<file path="src/int_to_decimal_ascii_top_defines.svh">
// assertion macros for the integer to decimal text converter
`ifndef INT_TO_DECIMAL_ASCII_TOP_DEFINES_SVH
`define INT_TO_DECIMAL_ASCII_TOP_DEFINES_SVH

// same-cycle implication
`define ITOA_ASSERT_NOW(lbl, clk, rst_n, ante, cons) \
    lbl: assert property (@(posedge clk) disable iff (!rst_n) (ante) |-> (cons)) \
        else $error("itoa check failed");

// next-cycle implication
`define ITOA_ASSERT_NEXT(lbl, clk, rst_n, ante, cons) \
    lbl: assert property (@(posedge clk) disable iff (!rst_n) (ante) |=> (cons)) \
        else $error("itoa check failed");

`endif

</file>
<file path="src/itoa_pkg.sv">
// shared constants and helpers for the integer to decimal text converter
`default_nettype none

package itoa_pkg;

    localparam int VALUE_BITS_DEF = 32;

    localparam logic [7:0] CHAR_ZERO  = 8'd48;
    localparam logic [7:0] CHAR_MINUS = 8'd45;

    localparam int CHAR_BITS = 8;

    // upper bound on decimal digits of a magnitude of the given width
    function automatic int dec_digits(input int bits);
        return ((bits * 1233) >> 12) + 1;
    endfunction

endpackage

`default_nettype wire

</file>
<file path="src/int_to_decimal_ascii_top.sv">
// Signed integer to decimal ASCII text converter, bit-serial double-dabble
// core. One request carries a VALUE_BITS two's complement integer; the block
// answers with its decimal text, most significant character first, a '-' in
// front of negative values, leading zeros suppressed, tlast on the final
// character. A request shifts its VALUE_BITS magnitude bits through the BCD shift
// register, then steps through every decimal digit slot (10 at 32 bits, skipped
// leading zeros included), with the '-' emitted ahead of the digits. A new request
// is taken once the last character sits in the output register.
`default_nettype none
`include "int_to_decimal_ascii_top_defines.svh"

module int_to_decimal_ascii_top #(
    parameter int VALUE_BITS = itoa_pkg::VALUE_BITS_DEF
) (
    input  wire logic                                clk,
    input  wire logic                                rst_n,
    input  wire logic                                s_axis_tvalid,
    output logic                                     s_axis_tready,
    // value
    input  wire logic [((VALUE_BITS + 7) / 8) * 8-1:0] s_axis_tdata,
    output logic                                     m_axis_tvalid,
    input  wire logic                                m_axis_tready,
    // char_code
    output logic [itoa_pkg::CHAR_BITS-1:0]           m_axis_tdata,
    // last_char
    output logic                                     m_axis_tlast
);

    localparam int NDIG = itoa_pkg::dec_digits(VALUE_BITS);
    localparam int BCDW = NDIG * 4;
    localparam int BCW  = $clog2(VALUE_BITS + 1);
    localparam int DCW  = $clog2(NDIG + 1);

    localparam logic [1:0] ST_IDLE = 2'd0;
    localparam logic [1:0] ST_CONV = 2'd1;
    localparam logic [1:0] ST_SIGN = 2'd2;
    localparam logic [1:0] ST_EMIT = 2'd3;

    logic [1:0]            state_reg, state_next;
    logic [VALUE_BITS-1:0] mag_reg, mag_next;
    logic [BCDW-1:0]       bcd_reg, bcd_next;
    logic [BCW-1:0]        bit_cnt_reg, bit_cnt_next;
    logic [DCW-1:0]        dig_cnt_reg, dig_cnt_next;
    logic                  neg_reg, neg_next;
    logic                  started_reg, started_next;
    logic                  out_valid_reg, out_valid_next;
    logic [7:0]            out_char_reg, out_char_next;
    logic                  out_last_reg, out_last_next;

    logic [VALUE_BITS-1:0] raw;
    logic [BCDW-1:0]       bcd_adj;
    logic [3:0]            top_dig;
    logic                  out_free;
    logic                  in_acc;

    assign raw      = s_axis_tdata[VALUE_BITS-1:0];
    assign top_dig  = bcd_reg[BCDW-1 -: 4];
    assign out_free = !out_valid_reg || m_axis_tready;
    assign in_acc   = s_axis_tvalid && s_axis_tready;

    assign s_axis_tready = (state_reg == ST_IDLE);
    assign m_axis_tvalid = out_valid_reg;
    assign m_axis_tdata  = out_char_reg;
    assign m_axis_tlast  = out_last_reg;

    // add 3 to every digit of 5 or more ahead of the shift
    always_comb
    begin
        logic [3:0] d;
        bcd_adj = '0;
        for (int i = 0; i < NDIG; i++)
        begin
            d = bcd_reg[i*4 +: 4];
            bcd_adj[i*4 +: 4] = (d >= 4'd5) ? (d + 4'd3) : d;
        end
    end

    always_comb
    begin
        state_next     = state_reg;
        mag_next       = mag_reg;
        bcd_next       = bcd_reg;
        bit_cnt_next   = bit_cnt_reg;
        dig_cnt_next   = dig_cnt_reg;
        neg_next       = neg_reg;
        started_next   = started_reg;
        out_valid_next = out_valid_reg;
        out_char_next  = out_char_reg;
        out_last_next  = out_last_reg;

        if (out_valid_reg && m_axis_tready)
        begin
            out_valid_next = 1'b0;
        end

        unique case (state_reg)
            ST_IDLE:
            begin
                if (s_axis_tvalid)
                begin
                    neg_next     = raw[VALUE_BITS-1];
                    mag_next     = raw[VALUE_BITS-1] ? (~raw + 1'b1) : raw;
                    bcd_next     = '0;
                    bit_cnt_next = BCW'(VALUE_BITS);
                    started_next = 1'b0;
                    state_next   = ST_CONV;
                end
            end
            ST_CONV:
            begin
                bcd_next     = {bcd_adj[BCDW-2:0], mag_reg[VALUE_BITS-1]};
                mag_next     = {mag_reg[VALUE_BITS-2:0], 1'b0};
                bit_cnt_next = bit_cnt_reg - 1'b1;
                if (bit_cnt_reg == BCW'(1))
                begin
                    dig_cnt_next = DCW'(NDIG);
                    state_next   = neg_reg ? ST_SIGN : ST_EMIT;
                end
            end
            ST_SIGN:
            begin
                if (out_free)
                begin
                    out_valid_next = 1'b1;
                    out_char_next  = itoa_pkg::CHAR_MINUS;
                    out_last_next  = 1'b0;
                    state_next     = ST_EMIT;
                end
            end
            ST_EMIT:
            begin
                // leading zero: drop the digit without output
                if (!started_reg && top_dig == 4'd0 && dig_cnt_reg > DCW'(1))
                begin
                    bcd_next     = {bcd_reg[BCDW-5:0], 4'd0};
                    dig_cnt_next = dig_cnt_reg - 1'b1;
                end
                else if (out_free)
                begin
                    out_valid_next = 1'b1;
                    out_char_next  = itoa_pkg::CHAR_ZERO + {4'd0, top_dig};
                    out_last_next  = (dig_cnt_reg == DCW'(1));
                    started_next   = 1'b1;
                    bcd_next       = {bcd_reg[BCDW-5:0], 4'd0};
                    dig_cnt_next   = dig_cnt_reg - 1'b1;
                    if (dig_cnt_reg == DCW'(1))
                    begin
                        state_next = ST_IDLE;
                    end
                end
            end
            default:
            begin
                state_next = ST_IDLE;
            end
        endcase
    end

    always_ff @(posedge clk or negedge rst_n)
    begin
        if (!rst_n)
        begin
            state_reg     <= ST_IDLE;
            out_valid_reg <= 1'b0;
            started_reg   <= 1'b0;
            bit_cnt_reg   <= '0;
            dig_cnt_reg   <= '0;
        end
        else
        begin
            state_reg     <= state_next;
            out_valid_reg <= out_valid_next;
            started_reg   <= started_next;
            bit_cnt_reg   <= bit_cnt_next;
            dig_cnt_reg   <= dig_cnt_next;
        end
    end

    always_ff @(posedge clk)
    begin
        mag_reg      <= mag_next;
        bcd_reg      <= bcd_next;
        neg_reg      <= neg_next;
        out_char_reg <= out_char_next;
        out_last_reg <= out_last_next;
    end

    `ITOA_ASSERT_NEXT(a_accept_starts_conv, clk, rst_n, in_acc, (state_reg == ST_CONV) && (bit_cnt_reg == BCW'(VALUE_BITS)))
    `ITOA_ASSERT_NOW(a_emit_has_digits, clk, rst_n, state_reg == ST_EMIT, dig_cnt_reg != '0)
    `ITOA_ASSERT_NOW(a_minus_not_last, clk, rst_n, m_axis_tvalid && (m_axis_tdata == itoa_pkg::CHAR_MINUS), !m_axis_tlast)

endmodule

`default_nettype wire

</file>
<file path="config.mk">
export PLATFORM = sky130hd
export DESIGN_NAME = int_to_decimal_ascii_top
export DESIGN_NICKNAME = d
export VERILOG_FILES = /design/src/itoa_pkg.sv /design/src/int_to_decimal_ascii_top.sv
export VERILOG_INCLUDE_DIRS = /design/src /design/src/src
export SDC_FILE = /design/constraint.sdc
export NUM_CORES = 1
export LEC_CHECK = 0
export BUFFER_PORTS_ARGS = -buffer_cell sky130_fd_sc_hd__clkbuf_2
export CORE_MARGIN = 2
export CORE_UTILIZATION = 50
export DETAILED_ROUTE_END_ITERATION = 16
export PLACE_DENSITY = 0.69
export SYNTH_ARGS = -nofsm -noshare
export SYNTH_HDL_FRONTEND = slang
export SYNTH_SLANG_ARGS = --single-unit
</file>
<file path="constraint.sdc">
create_clock -name clk -period 6.3 [get_ports clk]
set_input_delay 0.315 -clock clk [delete_from_list [all_inputs] [get_ports clk]]
set_output_delay 0.315 -clock clk [all_outputs]
set_load 0.01 [all_outputs]
</file>
# After elaboration in Yosys (flattened, before gate mapping)
# Cells that the tools add are included.
# classes
addsub	14
magnitude_cmp	11
n_eq_ne	12
n_mux	47
n_bitwise	1
reduce_logical	20
# ops
operator	n
$mux 40	3
$pmux 40 s3	1
$mux 32	2
$pmux 32 s2	1
$mux 4	12
$ge 4x3->1 const B	10
$add 4x2->4 const B	9
$add 32x1->32 const B	1
$not 32->32	1
$mux 8	3
$pmux 8 s2	1
$mux 2	6
$ne 2x2->1 const B	6
$pmux 6 s2	1
$mux 1	10
$pmux 2 s4	1
$pmux 4 s2	1
$reduce_and 4->1	2
$reduce_bool 2->1	4
$add 6x4->7 const A	1
$eq 6x1->1 const B	1
$mux 6	1
$pmux 1 s2	3
$reduce_and 3->1	2
other kinds (17)	22
# word_totals
register_bits	96
input_bits	36
output_inout_bits	11
word_cells	115

# Logic depth before layout (Yosys ltp)
# Gate-level depths: netlist of the first run.
# logic_depth
word_depth	5
depth_mapped	7
depth_no_buf	7

# Worst setup path before layout of the first run
# Ideal clock, no wire load.
# synth_path
path_kind	reg-to-reg
from	reg bcd_reg[36]
to	reg bcd_reg[0], enable pin
setup_ns	0.511
arrival_ns	4.426
t_required_ns	5.789
setup_slack_ns	1.363
stages_incl_launch_ff	6
n_path_buf	0
synth_period_minus_slack_ns	4.937
path_cell_list	edfxtp_1 -> inv_1 -> ha_1 -> nor4b_1 -> o31ai_1 -> a311oi_1
# synth_via
elab_chain_len	5
# synth_rtl
element	line	rtl
start, declared	int_to_decimal_ascii_top.sv:41	logic [BCDW-1:0] bcd_reg, bcd_next;
start signal, assigned	int_to_decimal_ascii_top.sv:182	bcd_reg <= bcd_next;
$logic_not 4->1	int_to_decimal_ascii_top.sv:133	if (!started_reg && top_dig == 4'd0 && dig_cnt_reg > DCW'(1))
$logic_and 1x1->1 (2 in a row)	int_to_decimal_ascii_top.sv:133	
$ne 3x3->1 (no line)	n/a	
$reduce_and 3->1 (no line)	n/a	
# No other way between the ends.
# A chain may end at the register's enable or synchronous reset.

# Worst setup path in the final report of the first run
# layout_path
from	reg state_reg[1]
to	reg mag_reg[26], enable pin
# layout_via
elab_chain_len	3
elab_cells_between_ends	5
cone_classes	eq/ne (2); reduce/logical (3)
# layout_rtl
element	line	rtl
start, declared	int_to_decimal_ascii_top.sv:39	logic [1:0] state_reg, state_next;
start signal, assigned	int_to_decimal_ascii_top.sv:171	state_reg <= state_next;
$eq 2x1->1 / $logic_not 2->1 (equally long branches)	int_to_decimal_ascii_top.sv:96	unique case (state_reg)
$reduce_bool 2->1 (no line) / $ne 2x2->1 (equally long branches)	n/a	
$reduce_and 2->1 (no line) *	n/a	
end signal, assigned	int_to_decimal_ascii_top.sv:181	mag_reg <= mag_next;
end, declared	int_to_decimal_ascii_top.sv:40	logic [VALUE_BITS-1:0] mag_reg, mag_next;
# Mark *: on every way between the ends. The rest lies on a longest branch, timed or not.

==> results of run 1 <==
worst max-delay path by stage:
stage,from,cells past startpoint,slack (ns),to
after global placement,state_reg[1],5,3.56,mag_reg[29]
final,state_reg[1],5,3.52,mag_reg[26]
after floorplan,bcd_reg[36],5,1.36,bcd_reg[0]
after global routing,state_reg[1],5,3.20,mag_reg[26]
after CTS,state_reg[1],5,3.48,mag_reg[2]
after detailed placement,state_reg[1],5,3.46,mag_reg[26]
cell usage in the layout, fill, tap and decap left out, types with 9 or more instances in the layout:
| master | netlist | final |
|---|---|---|
| o21ai_0 | 71 | 71 |
| a21oi_1 | 30 | 30 |
| o31ai_1 | 13 | 13 |
| nand2b_1 | 15 | 15 |
| inv_1 | 36 | 36 |
| xnor2_1 | 26 | 26 |
| edfxtp_1 | 79 | 79 |
| ha_1 | 30 | 28 |
| xor2_1 | 19 | 19 |
| dfrtp_1 | 14 | 14 |
| nand2_1 | 75 | 75 |
| clkbuf_16 | 0 | 9 |
| a22o_1 | 10 | 10 |
| nor2_1 | 17 | 17 |
| clkbuf_2 | 0 | 43 |
critical path, delay by kind of cell, from the launching register on:
| kind | cells | cell delay, ns |
|---|---|---|
| adder cells (fa/ha/maj) | 1 | 0.16 |
| buffers and inverters | 3 | 1.52 |
| flip-flops | 1 | 0.42 |
| multiplexers | 1 | 0.28 |
power by group:
group	internal [W]	switching [W]	total, W	leakage, nW
registers	0.00112	0.000209	0.00133	0.957
logic	0.000481	0.000776	0.00126	1.29
clock network	0.000265	0.000211	0.000475	0.123
per-layer routing:
| metal | part of all wire | wire length, um |
|---|---|---|
| met2 | 0.47 | 5020 |
| met4 | 0.012 | 123 |
| met1 | 0.47 | 5000 |
| met3 | 0.040 | 423 |
| met5 | 0 | 0 |
cells by family after synthesis:
| group | share of synthesized area |
|---|---|
| simple gates | 0.144 |
| compound gates | 0.167 |
| flops | 0.483 |
| buf+inv | 0.0420 |
| xor+xnor | 0.0700 |
| fa+ha+maj | 0.0666 |
| mux | 0.0258 |
| other cells | 0.00133 |
layout make-up:
cell class,count,area (um^2),area share
Multi-Input combinational cell,404,2700,0.433
Sequential cell,93,2720,0.437
Clock inverter,3,12.5,0.00201
Timing Repair Buffer,47,248,0.0397
Clock buffer,13,240,0.0385
Inverter,37,139,0.0223
Tap cell,140,175,0.0281
per-stage QoR:
step	std cells	hold WS, ns	worst slack [ns]	util	total power, W
floorplan	557	0.0194	1.36	-	0.00227
finish	737	0.316	3.52	0.570	0.00306
CTS	737	0.312	3.48	0.570	0.00309
global placement	720	0.243	3.56	0.546	0.00254
detailed placement	720	0.248	3.46	0.546	0.00261
global route	737	0.348	3.20	0.570	0.00334
==> key figures, run 1 <==
STA
  – Least-Margin Pin Slew: approximately 1.2 ns
  – Slew HR: 0.203
  – Fin Setup TNS: 0 ns
  – Final setup violation count: 0
  – Max Clock Freq: 0.359 GHz
  – Ratio of final minimum period to clock period: 0.442
  – Pins Over Slew Limit: 0
  – Endpoints failing hold: 0
  – Clk_skew: roughly 0.0062 ns
  – Period minus WS final: about 2.8 ns
  – RSZ-0062 raised after global routing: false

Yosys
  – Top cells by count, synth: edfxtp_1 (79), nand2_1 (75), o21ai_0 (71)
  – Top cells by area, synth: edfxtp_1 (42%), ha_1 (6.7%), o21ai_0 (6.3%), dfrtp_1 (6.2%), nand2_1 (5.0%)
  – Post-synth top flop: edfxtp_1
  – Ys Warns: 0
  – Async SR Flop Fraction: 0.151
  – EDFF count, synth: 79
  – #FFs+latches synth: 93
  – Share of the synthesized area in the top cell type: 0.421
  – Synth Instances: approximately 560
  – Sequential area share after synthesis: 0.483
  – Synth Area per Inst: between 10 and 15 um^2
  – Synth cell types: 52
  – Count leader, synth: edfxtp_1
  – Mapped cell area: ~5600 um^2
  – Synth area leader: edfxtp_1

Clock tree
  – Clock Root Buffer: clkbuf_16
  – TritonCTS clock tree: built
  – Post-CTS Setup Inserts: 0
  – Worst-Skew Late Latency: about 0.33 ns
  – Resize count post-CTS: 0
  – CTS Buffer Depth: 2
  – H-tree Lvls: 3
  – Clock transition at the registers of the reported paths: 0.06 ns
  – Hold buffers post-CTS: 1
  – Total CTS buffers: 9
  – Sink Count: 93

Route
  – Vias per cell: roughly 5.7
  – Via count: between 4000 and 5000
  – Post-route ant nets: 0
  – Residual DRC: 0
  – Initial DRC Count: roughly 220
  – Post-DR wirelength/cell: about 14 um
  – Total iterations of the first detailed-routing run: 4
  – Routed WL: 10600 um

Critical path
  – Worst R2R End: mag_reg[26]
  – Reg2reg setup slack: between 3 and 4 ns
  – Crit path kind: register to register
  – Crit path DAT: between 2 and 3 ns
  – CP Capture Type: register
  – Reg-to-Reg Start: state_reg[1]
  – Top cell by count, worst path: inv_1
  – FF-to-FF path depth: 5
  – Slowest CP cell: inv_1
  – Largest stage delay on the critical path: between 0.9 and 1 ns
  – CP startpoint kind: register
  – Crit path max fanout: 67
  – CP required: approximately 6.3 ns
  – Worst path cell trace: inv_1 > ha_2 > buf_4 > mux2i_1 > inv_1

Min path
  – Hold Crit Start: s_axis_tdata[0]
  – Worst Hold Class: primary input to register
  – Hold Crit Endpoint: mag_reg[0]
  – Hold path depth: 3

Pwr
  – Static Leak: between 2 and 2.5 nW
  – P per Cell Area: 491 nW/um^2
  – Maximum VDD drop: between 0.2 and 0.25 mV

Die
  – Core Rows: 38
  – Die area: about 12000 um^2
  – Die height: around 110 um
  – Num ports: 47
  – Starting Density: 0.515
  – Die W: roughly 110 um
  – Core area: roughly 11000 um^2

Run
  – Max-capacitance violation count: 0

Layout
  – Fin area: approximately 6200 um^2
  – Area grow syn2layout: 10.7%
  – Fillers: between 900 and 1000
  – Final #Nets: about 660
  – Largest register FFs: 40
  – Layout cells sized above 1: 0.134
  – Ant. Diodes: 0

Placement
  – DP Area: 5970 um^2
  – Routability Congestion: 0.794
  – I/O Buffers: 43
  – Detailed placement HPWL: between 7000 and 8000 um

GRT
  – GR Layer Usage met2: 0.316
  – Global-route met3 utilization: 0.0288
  – GRT Residual Overflow: 0
  – Vias in the first global route: about 4000
  – Largest net degree at the start of global routing: 68
  – GRT Total Usage: 0.192
  – Global-route wire length before repair: around 18000 um
  – Initial antenna violation count: 0
  – Most used routing layer: met2
  – Met1 GRT Util: 0.257

Status
  – Run status: finished clean
Note: power is estimated with default switching activity, not from simulation.
==> run 2, diff against run 1 <==
--- a/config.mk
+++ b/config.mk
@@ -10,7 +10,7 @@
 export CORE_MARGIN = 2
 export CORE_UTILIZATION = 50
 export DETAILED_ROUTE_END_ITERATION = 16
-export PLACE_DENSITY = 0.69
+export PLACE_DENSITY = 0.71
 export SYNTH_ARGS = -nofsm -noshare
 export SYNTH_HDL_FRONTEND = slang
 export SYNTH_SLANG_ARGS = --single-unit
==> constraint.sdc (replaced) <==
create_clock -name clk -period 2.53 [get_ports clk]
set_input_delay 0.1265 -clock clk [delete_from_list [all_inputs] [get_ports clk]]
set_output_delay 0.1265 -clock clk [all_outputs]
set_load 0.01 [all_outputs]
==> run 2 against run 1 <==
Die area did not move. Flip-flop and latch count did not move. Clock power rose to 2.8 times the previous value. Largest cell class is now multi-input gates. Largest power group unchanged.
==> key figures, run 2 (synthesis gave the netlist of run 1 again) <==
Status
  – Run status: finished clean

Layout
  – Fillers: roughly 930
  – Finished Layout Cells: around 750
  – Largest register FFs: 40
  – Final #Nets: around 670
  – Layout cells sized above 1: 0.159
  – Register area: 2720 um^2
  – Most common cell after layout, fill and taps aside: edfxtp_1
  – Area of the multi-input gates: 2740 um^2
  – Ant. Diodes: 0
  – Most frequent cells in the layout: edfxtp_1 (79), nand2_1 (75), o21ai_0 (71), clkbuf_2 (43), inv_1 (34)
  – Area grow syn2layout: 13.8%

Route
  – Routed WL: 10600 um
  – Initial DRC Count: about 220
  – Max Used Layer: met4
  – WL met3: around 360 um
  – Post-route ant nets: 0
  – Wl on met1: 5090 um
  – Vias per cell: 5.57
  – Residual DRC: 0
  – WL met2: around 4900 um
  – Post-DR wirelength/cell: around 14 um
  – Via count: 4150
  – Total iterations of the first detailed-routing run: 5

GRT
  – GRT Residual Overflow: 0
  – Vias in the first global route: between 3000 and 4000
  – Largest net degree at the start of global routing: slightly above 50
  – Global-route wire length before repair: around 18000 um
  – GRT Total Usage: 0.187
  – Initial antenna violation count: 0

Run
  – Max-capacitance violation count: 0

Clock tree
  – Resize count post-CTS: 0
  – Clock Root Buffer: clkbuf_16
  – Worst-Skew Late Latency: ~0.33 ns
  – Sink Count: 93
  – Hold buffers post-CTS: 1
  – Post-CTS Setup Inserts: 0
  – Clock transition at the registers of the reported paths: around 0.06 ns
  – H-tree Lvls: 3
  – Total CTS buffers: 9
  – CTS Buffer Depth: 2
  – TritonCTS clock tree: built

Critical path
  – Slowest CP cell: edfxtp_1
  – Crit path max fanout: 40
  – FF-to-FF path depth: 6
  – CP required: 2.55 ns
  – Largest stage delay on the critical path: ~0.42 ns
  – Worst path cell trace: inv_2 > ha_4 > nor4b_4 > o31ai_4 > a311oi_4 > buf_12
  – CP startpoint kind: register
  – Crit path DAT: 2.06 ns
  – Crit path kind: register to register
  – CP Capture Type: register
  – Reg2reg setup slack: between 0.4 and 0.5 ns

Min path
  – Hold path depth: 3
  – Worst Hold Class: primary input to register

Placement
  – Post-Place Cells: 728
  – Detailed placement HPWL: about 7500 um
  – Routability Congestion: around 0.8
  – Dpl ws: 0.180 ns
  – I/O Buffers: 43

Pwr
  – Maximum VDD drop: about 0.6 mV
  – Static Leak: approximately 2.4 nW
  – P per Cell Area: 1240 nW/um^2

STA
  – RSZ-0062 raised after global routing: false
  – Least-Margin Pin Slew: about 0.52 ns
  – Setup ws final: between 0.4 and 0.5 ns
  – Period minus WS final: around 2.0 ns
  – Pins Over Slew Limit: 0
  – Endpoints failing hold: 0
  – Hold_ws: 0.132 ns
  – Final setup violation count: 0
  – Max Clock Freq: 0.489 GHz
  – Clk_skew: 0.00826 ns
  – Slew HR: 0.653
  – Ratio of final minimum period to clock period: 0.808

Die
  – Die area: 12100 um^2
  – Core Rows: 38
  – Die height: 110 um
  – Die W: about 110 um
  – Core area: ~11000 um^2
  – Num ports: 47
  – Starting Density: 0.515
## run 2: cell types whose count changed in the layout (fill, tap and decap cells not counted), sizes merged
| cell | before | now |
|---|---|---|
| clkinv | 4 | 2 |
| clkinvlp | 0 | 1 |
| buf | 3 | 11 |
| clkbuf | 56 | 57 |
## run 2: stage by stage
step / power [W] / utilization / TNS, ns / area, um^2
finish: 0.00793 / 0.586 / 0 / 6410
global route: 0.00859 / 0.586 / 0 / 6410
CTS: 0.00800 / 0.586 / 0 / 6410
detailed placement: 0.00664 / 0.558 / 0 / 6100
global placement: 0.00648 / 0.558 / 0 / 6100
floorplan: 0.00570 / - / -5.29 / 5700
## run 2: critical path: cells and delay by family (launching register included)
family	cells	cell delay, ns
compound gates	2	0.51
simple gates	1	0.25
fa+ha+maj	1	0.13
flops	1	0.42
buf+inv	2	0.40
## run 2: cell type report
type,count,share of cell area
Timing Repair Buffer,55,0.0519
Clock inverter,2,0.00195
Tap cell,140,0.0273
Multi-Input combinational cell,404,0.428
Sequential cell,93,0.425
Inverter,37,0.0217
Clock buffer,14,0.0447
## run 2: metal layers
metal,GRT usage,vias to the layer above
met3,0.0282,18
li1,-,2100
met1,0.250,1944
met2,0.303,88
met5,0,-
met4,0.0795,0
## run 2: worst paths after layout
path / from / endpoint
min in group asynchronous: rst_n / state_reg[1]
min: s_axis_tdata[0] / mag_reg[0]
max reg2reg: bcd_reg[36] / bcd_reg[1]
max in group asynchronous: rst_n / bit_cnt_reg[4]
max: bcd_reg[36] / bcd_reg[1]
min reg2reg: mag_reg[30] / mag_reg[31]
## run 2: power by group
| part | internal, W | switching [W] | leakage [nW] | total, W |
|---|---|---|---|---|
| Clock | 0.000786 | 0.000549 | 0.143 | 0.00134 |
| Combinational | 0.00132 | 0.00194 | 1.35 | 0.00326 |
| Sequential | 0.00278 | 0.000554 | 0.957 | 0.00334 |
==> run 3, diff against run 2 <==
--- a/config.mk
+++ b/config.mk
@@ -10,7 +10,7 @@
 export CORE_MARGIN = 2
 export CORE_UTILIZATION = 50
 export DETAILED_ROUTE_END_ITERATION = 16
-export PLACE_DENSITY = 0.71
+export PLACE_DENSITY = 0.69
 export SYNTH_ARGS = -nofsm -noshare
 export SYNTH_HDL_FRONTEND = slang
 export SYNTH_SLANG_ARGS = --single-unit
==> constraint.sdc (replaced) <==
create_clock -name clk -period 2 [get_ports clk]
set_input_delay 0.1 -clock clk [delete_from_list [all_inputs] [get_ports clk]]
set_output_delay 0.1 -clock clk [all_outputs]
set_load 0.01 [all_outputs]
==> run 3 against run 2 <==
The run now ends with negative setup slack left. Clock power up 38%. Total power up 40%. Utilization up 4.5 points. Sequential power up 26%. Design area up 7.7%. Clock skew down 0.0014 ns. Combinational power up 55%. Largest cell class unchanged.
==> key figures, run 3 (synthesis gave the netlist of run 1 again) <==
Route
  – Residual DRC: 0
  – Total iterations of the first detailed-routing run: 5
  – Vias per cell: 5.51
  – Post-DR wirelength/cell: 15.2 um
  – Via count: approximately 4300
  – Post-route ant nets: 0
  – Initial DRC Count: 247
  – Routed WL: roughly 12000 um

Pwr
  – Static Leak: about 2.7 nW
  – Maximum VDD drop: 0.815 mV
  – P per Cell Area: approximately 1600 nW/um^2
  – Net Sw Frac: 0.374
  – Clock share of power: 0.167
  – Combinational share of power: 0.455
  – Internal: just under 0.007 W
  – Seq pwr share: 0.378
  – Switching pwr: approximately 0.0042 W

Min path
  – Worst Hold Class: primary input to register

Critical path
  – Reg2reg setup slack: -0.01 ns
  – Largest stage delay on the critical path: ~0.42 ns
  – CP required: 2.06 ns
  – Slowest CP cell: edfxtp_1
  – CP startpoint kind: register
  – Crit path DAT: slightly above 2 ns
  – CP Capture Type: register
  – Crit path max fanout: 5
  – Crit path kind: register to register
  – Worst path cell trace: inv_2 > ha_4 > nor4b_4 > o31ai_4 > a311oi_4 > buf_6 > clkbuf_16

STA
  – Period minus WS final: 2.01 ns
  – Max Clock Freq: around 0.50 GHz
  – Clk_skew: 0.00683 ns
  – Endpoints failing hold: 0
  – Slew HR: 0.612
  – Setup ws final: -0.0147 ns
  – Final setup violation count: 20
  – Least-Margin Pin Slew: roughly 0.58 ns
  – RSZ-0062 raised after global routing: true
  – Pins Over Slew Limit: 0
  – Ratio of final minimum period to clock period: 1.01
  – Fin Setup TNS: -0.130 ns

Die
  – Core Rows: 38
  – Die W: 110 um
  – Core area: roughly 11000 um^2
  – Starting Density: 0.515
  – Num ports: 47
  – Die height: between 100 and 150 um
  – Die area: approximately 12000 um^2

Placement
  – Routability Congestion: around 0.86
  – Detailed placement HPWL: ~8100 um
  – I/O Buffers: 43

Clock tree
  – Sink Count: 93
  – Worst-Skew Late Latency: roughly 0.34 ns
  – CTS Buffer Depth: 2
  – Clock Root Buffer: clkbuf_16
  – Clock transition at the registers of the reported paths: 0.07 ns
  – H-tree Lvls: 3
  – Total CTS buffers: 9
  – TritonCTS clock tree: built

Status
  – Run status: finished with violations
  – Failing checks: negative setup slack

GRT
  – Vias in the first global route: 4368
  – Global-route wire length before repair: 20100 um
  – GRT Total Usage: 0.211
  – GRT Residual Overflow: 0
  – Initial antenna violation count: 0
  – Largest net degree at the start of global routing: 44

Layout
  – Layout cells sized above 1: 0.227
  – Area of the multi-input gates: 2780 um^2
  – Largest register FFs: 40
  – Fillers: 890
  – Most frequent cells in the layout: edfxtp_1 (79), nand2_1 (75), o21ai_0 (70), clkbuf_2 (43), buf_4 (42)
  – Final Util: 0.631
  – Most common cell after layout, fill and taps aside: edfxtp_1
  – Area grow syn2layout: 22.5%
  – Register area: 2720 um^2
  – Final #Nets: slightly above 700
  – Ant. Diodes: 0

Run
  – Max-capacitance violation count: 0
[run 3: power groups by stage]
stage               registers [W]  logic (W)  clock network [W]
floorplan                 0.00409    0.00316                  0
CTS                       0.00420    0.00465            0.00189
finish                    0.00421    0.00506            0.00185
global route              0.00434    0.00567            0.00198
detailed placement        0.00422    0.00451                  0
global placement          0.00418    0.00429                  0
[run 3: worst paths after layout]
path                          startpoint             end  cells after the start
hold reg to reg              mag_reg[30]     mag_reg[31]                      2
max in group asynchronous          rst_n  bit_cnt_reg[1]                      2
hold / removal             s_axis_tvalid  bit_cnt_reg[5]                      3
setup / recovery             bcd_reg[36]     bcd_reg[39]                      7
min in group asynchronous          rst_n  bit_cnt_reg[2]                      2
setup reg to reg             bcd_reg[36]     bcd_reg[39]                      7
[run 3: critical path, delay by kind of cell (launching register included)]
family | cells | cell delay (ns)
buffers and inverters | 3 | 0.45
AO/OA/AOI/OAI | 2 | 0.46
adder cells (fa/ha/maj) | 1 | 0.12
AND/OR/NAND/NOR | 1 | 0.29
flip-flops | 1 | 0.42
[run 3: routing by layer]
| metal | global-route usage | routed length, um |
|---|---|---|
| met4 | 0.0661 | 131 |
| met3 | 0.0364 | 474 |
| met5 | 0 | 0 |
| met1 | 0.279 | 5490 |
| met2 | 0.353 | 5850 |
[run 3: repair_timing]
action	4_1_cts	5_1_grt
pin swaps	2	3
hold buffers	1	0
resized for setup	1	6
cloned	1	5
setup buffers	0	3
endpoints found under the setup margin	40	49
hold endpoints to repair	14	0
[run 3: per-stage QoR]
stage                     instance area, um^2  worst slack (ns)  total power [W]  cells  hold WS (ns)
final                                    6900           -0.0147           0.0111    788         0.136
after global placement                   6400            -0.195          0.00847    762        0.0263
after detailed placement                 6400            -0.260          0.00873    762        0.0307
after floorplan                          5730            -0.662          0.00725    557        -0.196
after global routing                     6900           -0.0935           0.0120    788         0.143
after CTS                                6770           -0.0156           0.0107    780         0.126
[run 3: area by class of cell]
| cell class | instances | share of cell area |
|---|---|---|
| inverter | 37 | 0.0207 |
| sequential | 93 | 0.394 |
| clock inverter | 5 | 0.0105 |
| clock buffer | 11 | 0.0366 |
| timing repair buffer | 98 | 0.110 |
| tap | 140 | 0.0254 |
| multi-input combinational | 404 | 0.402 |
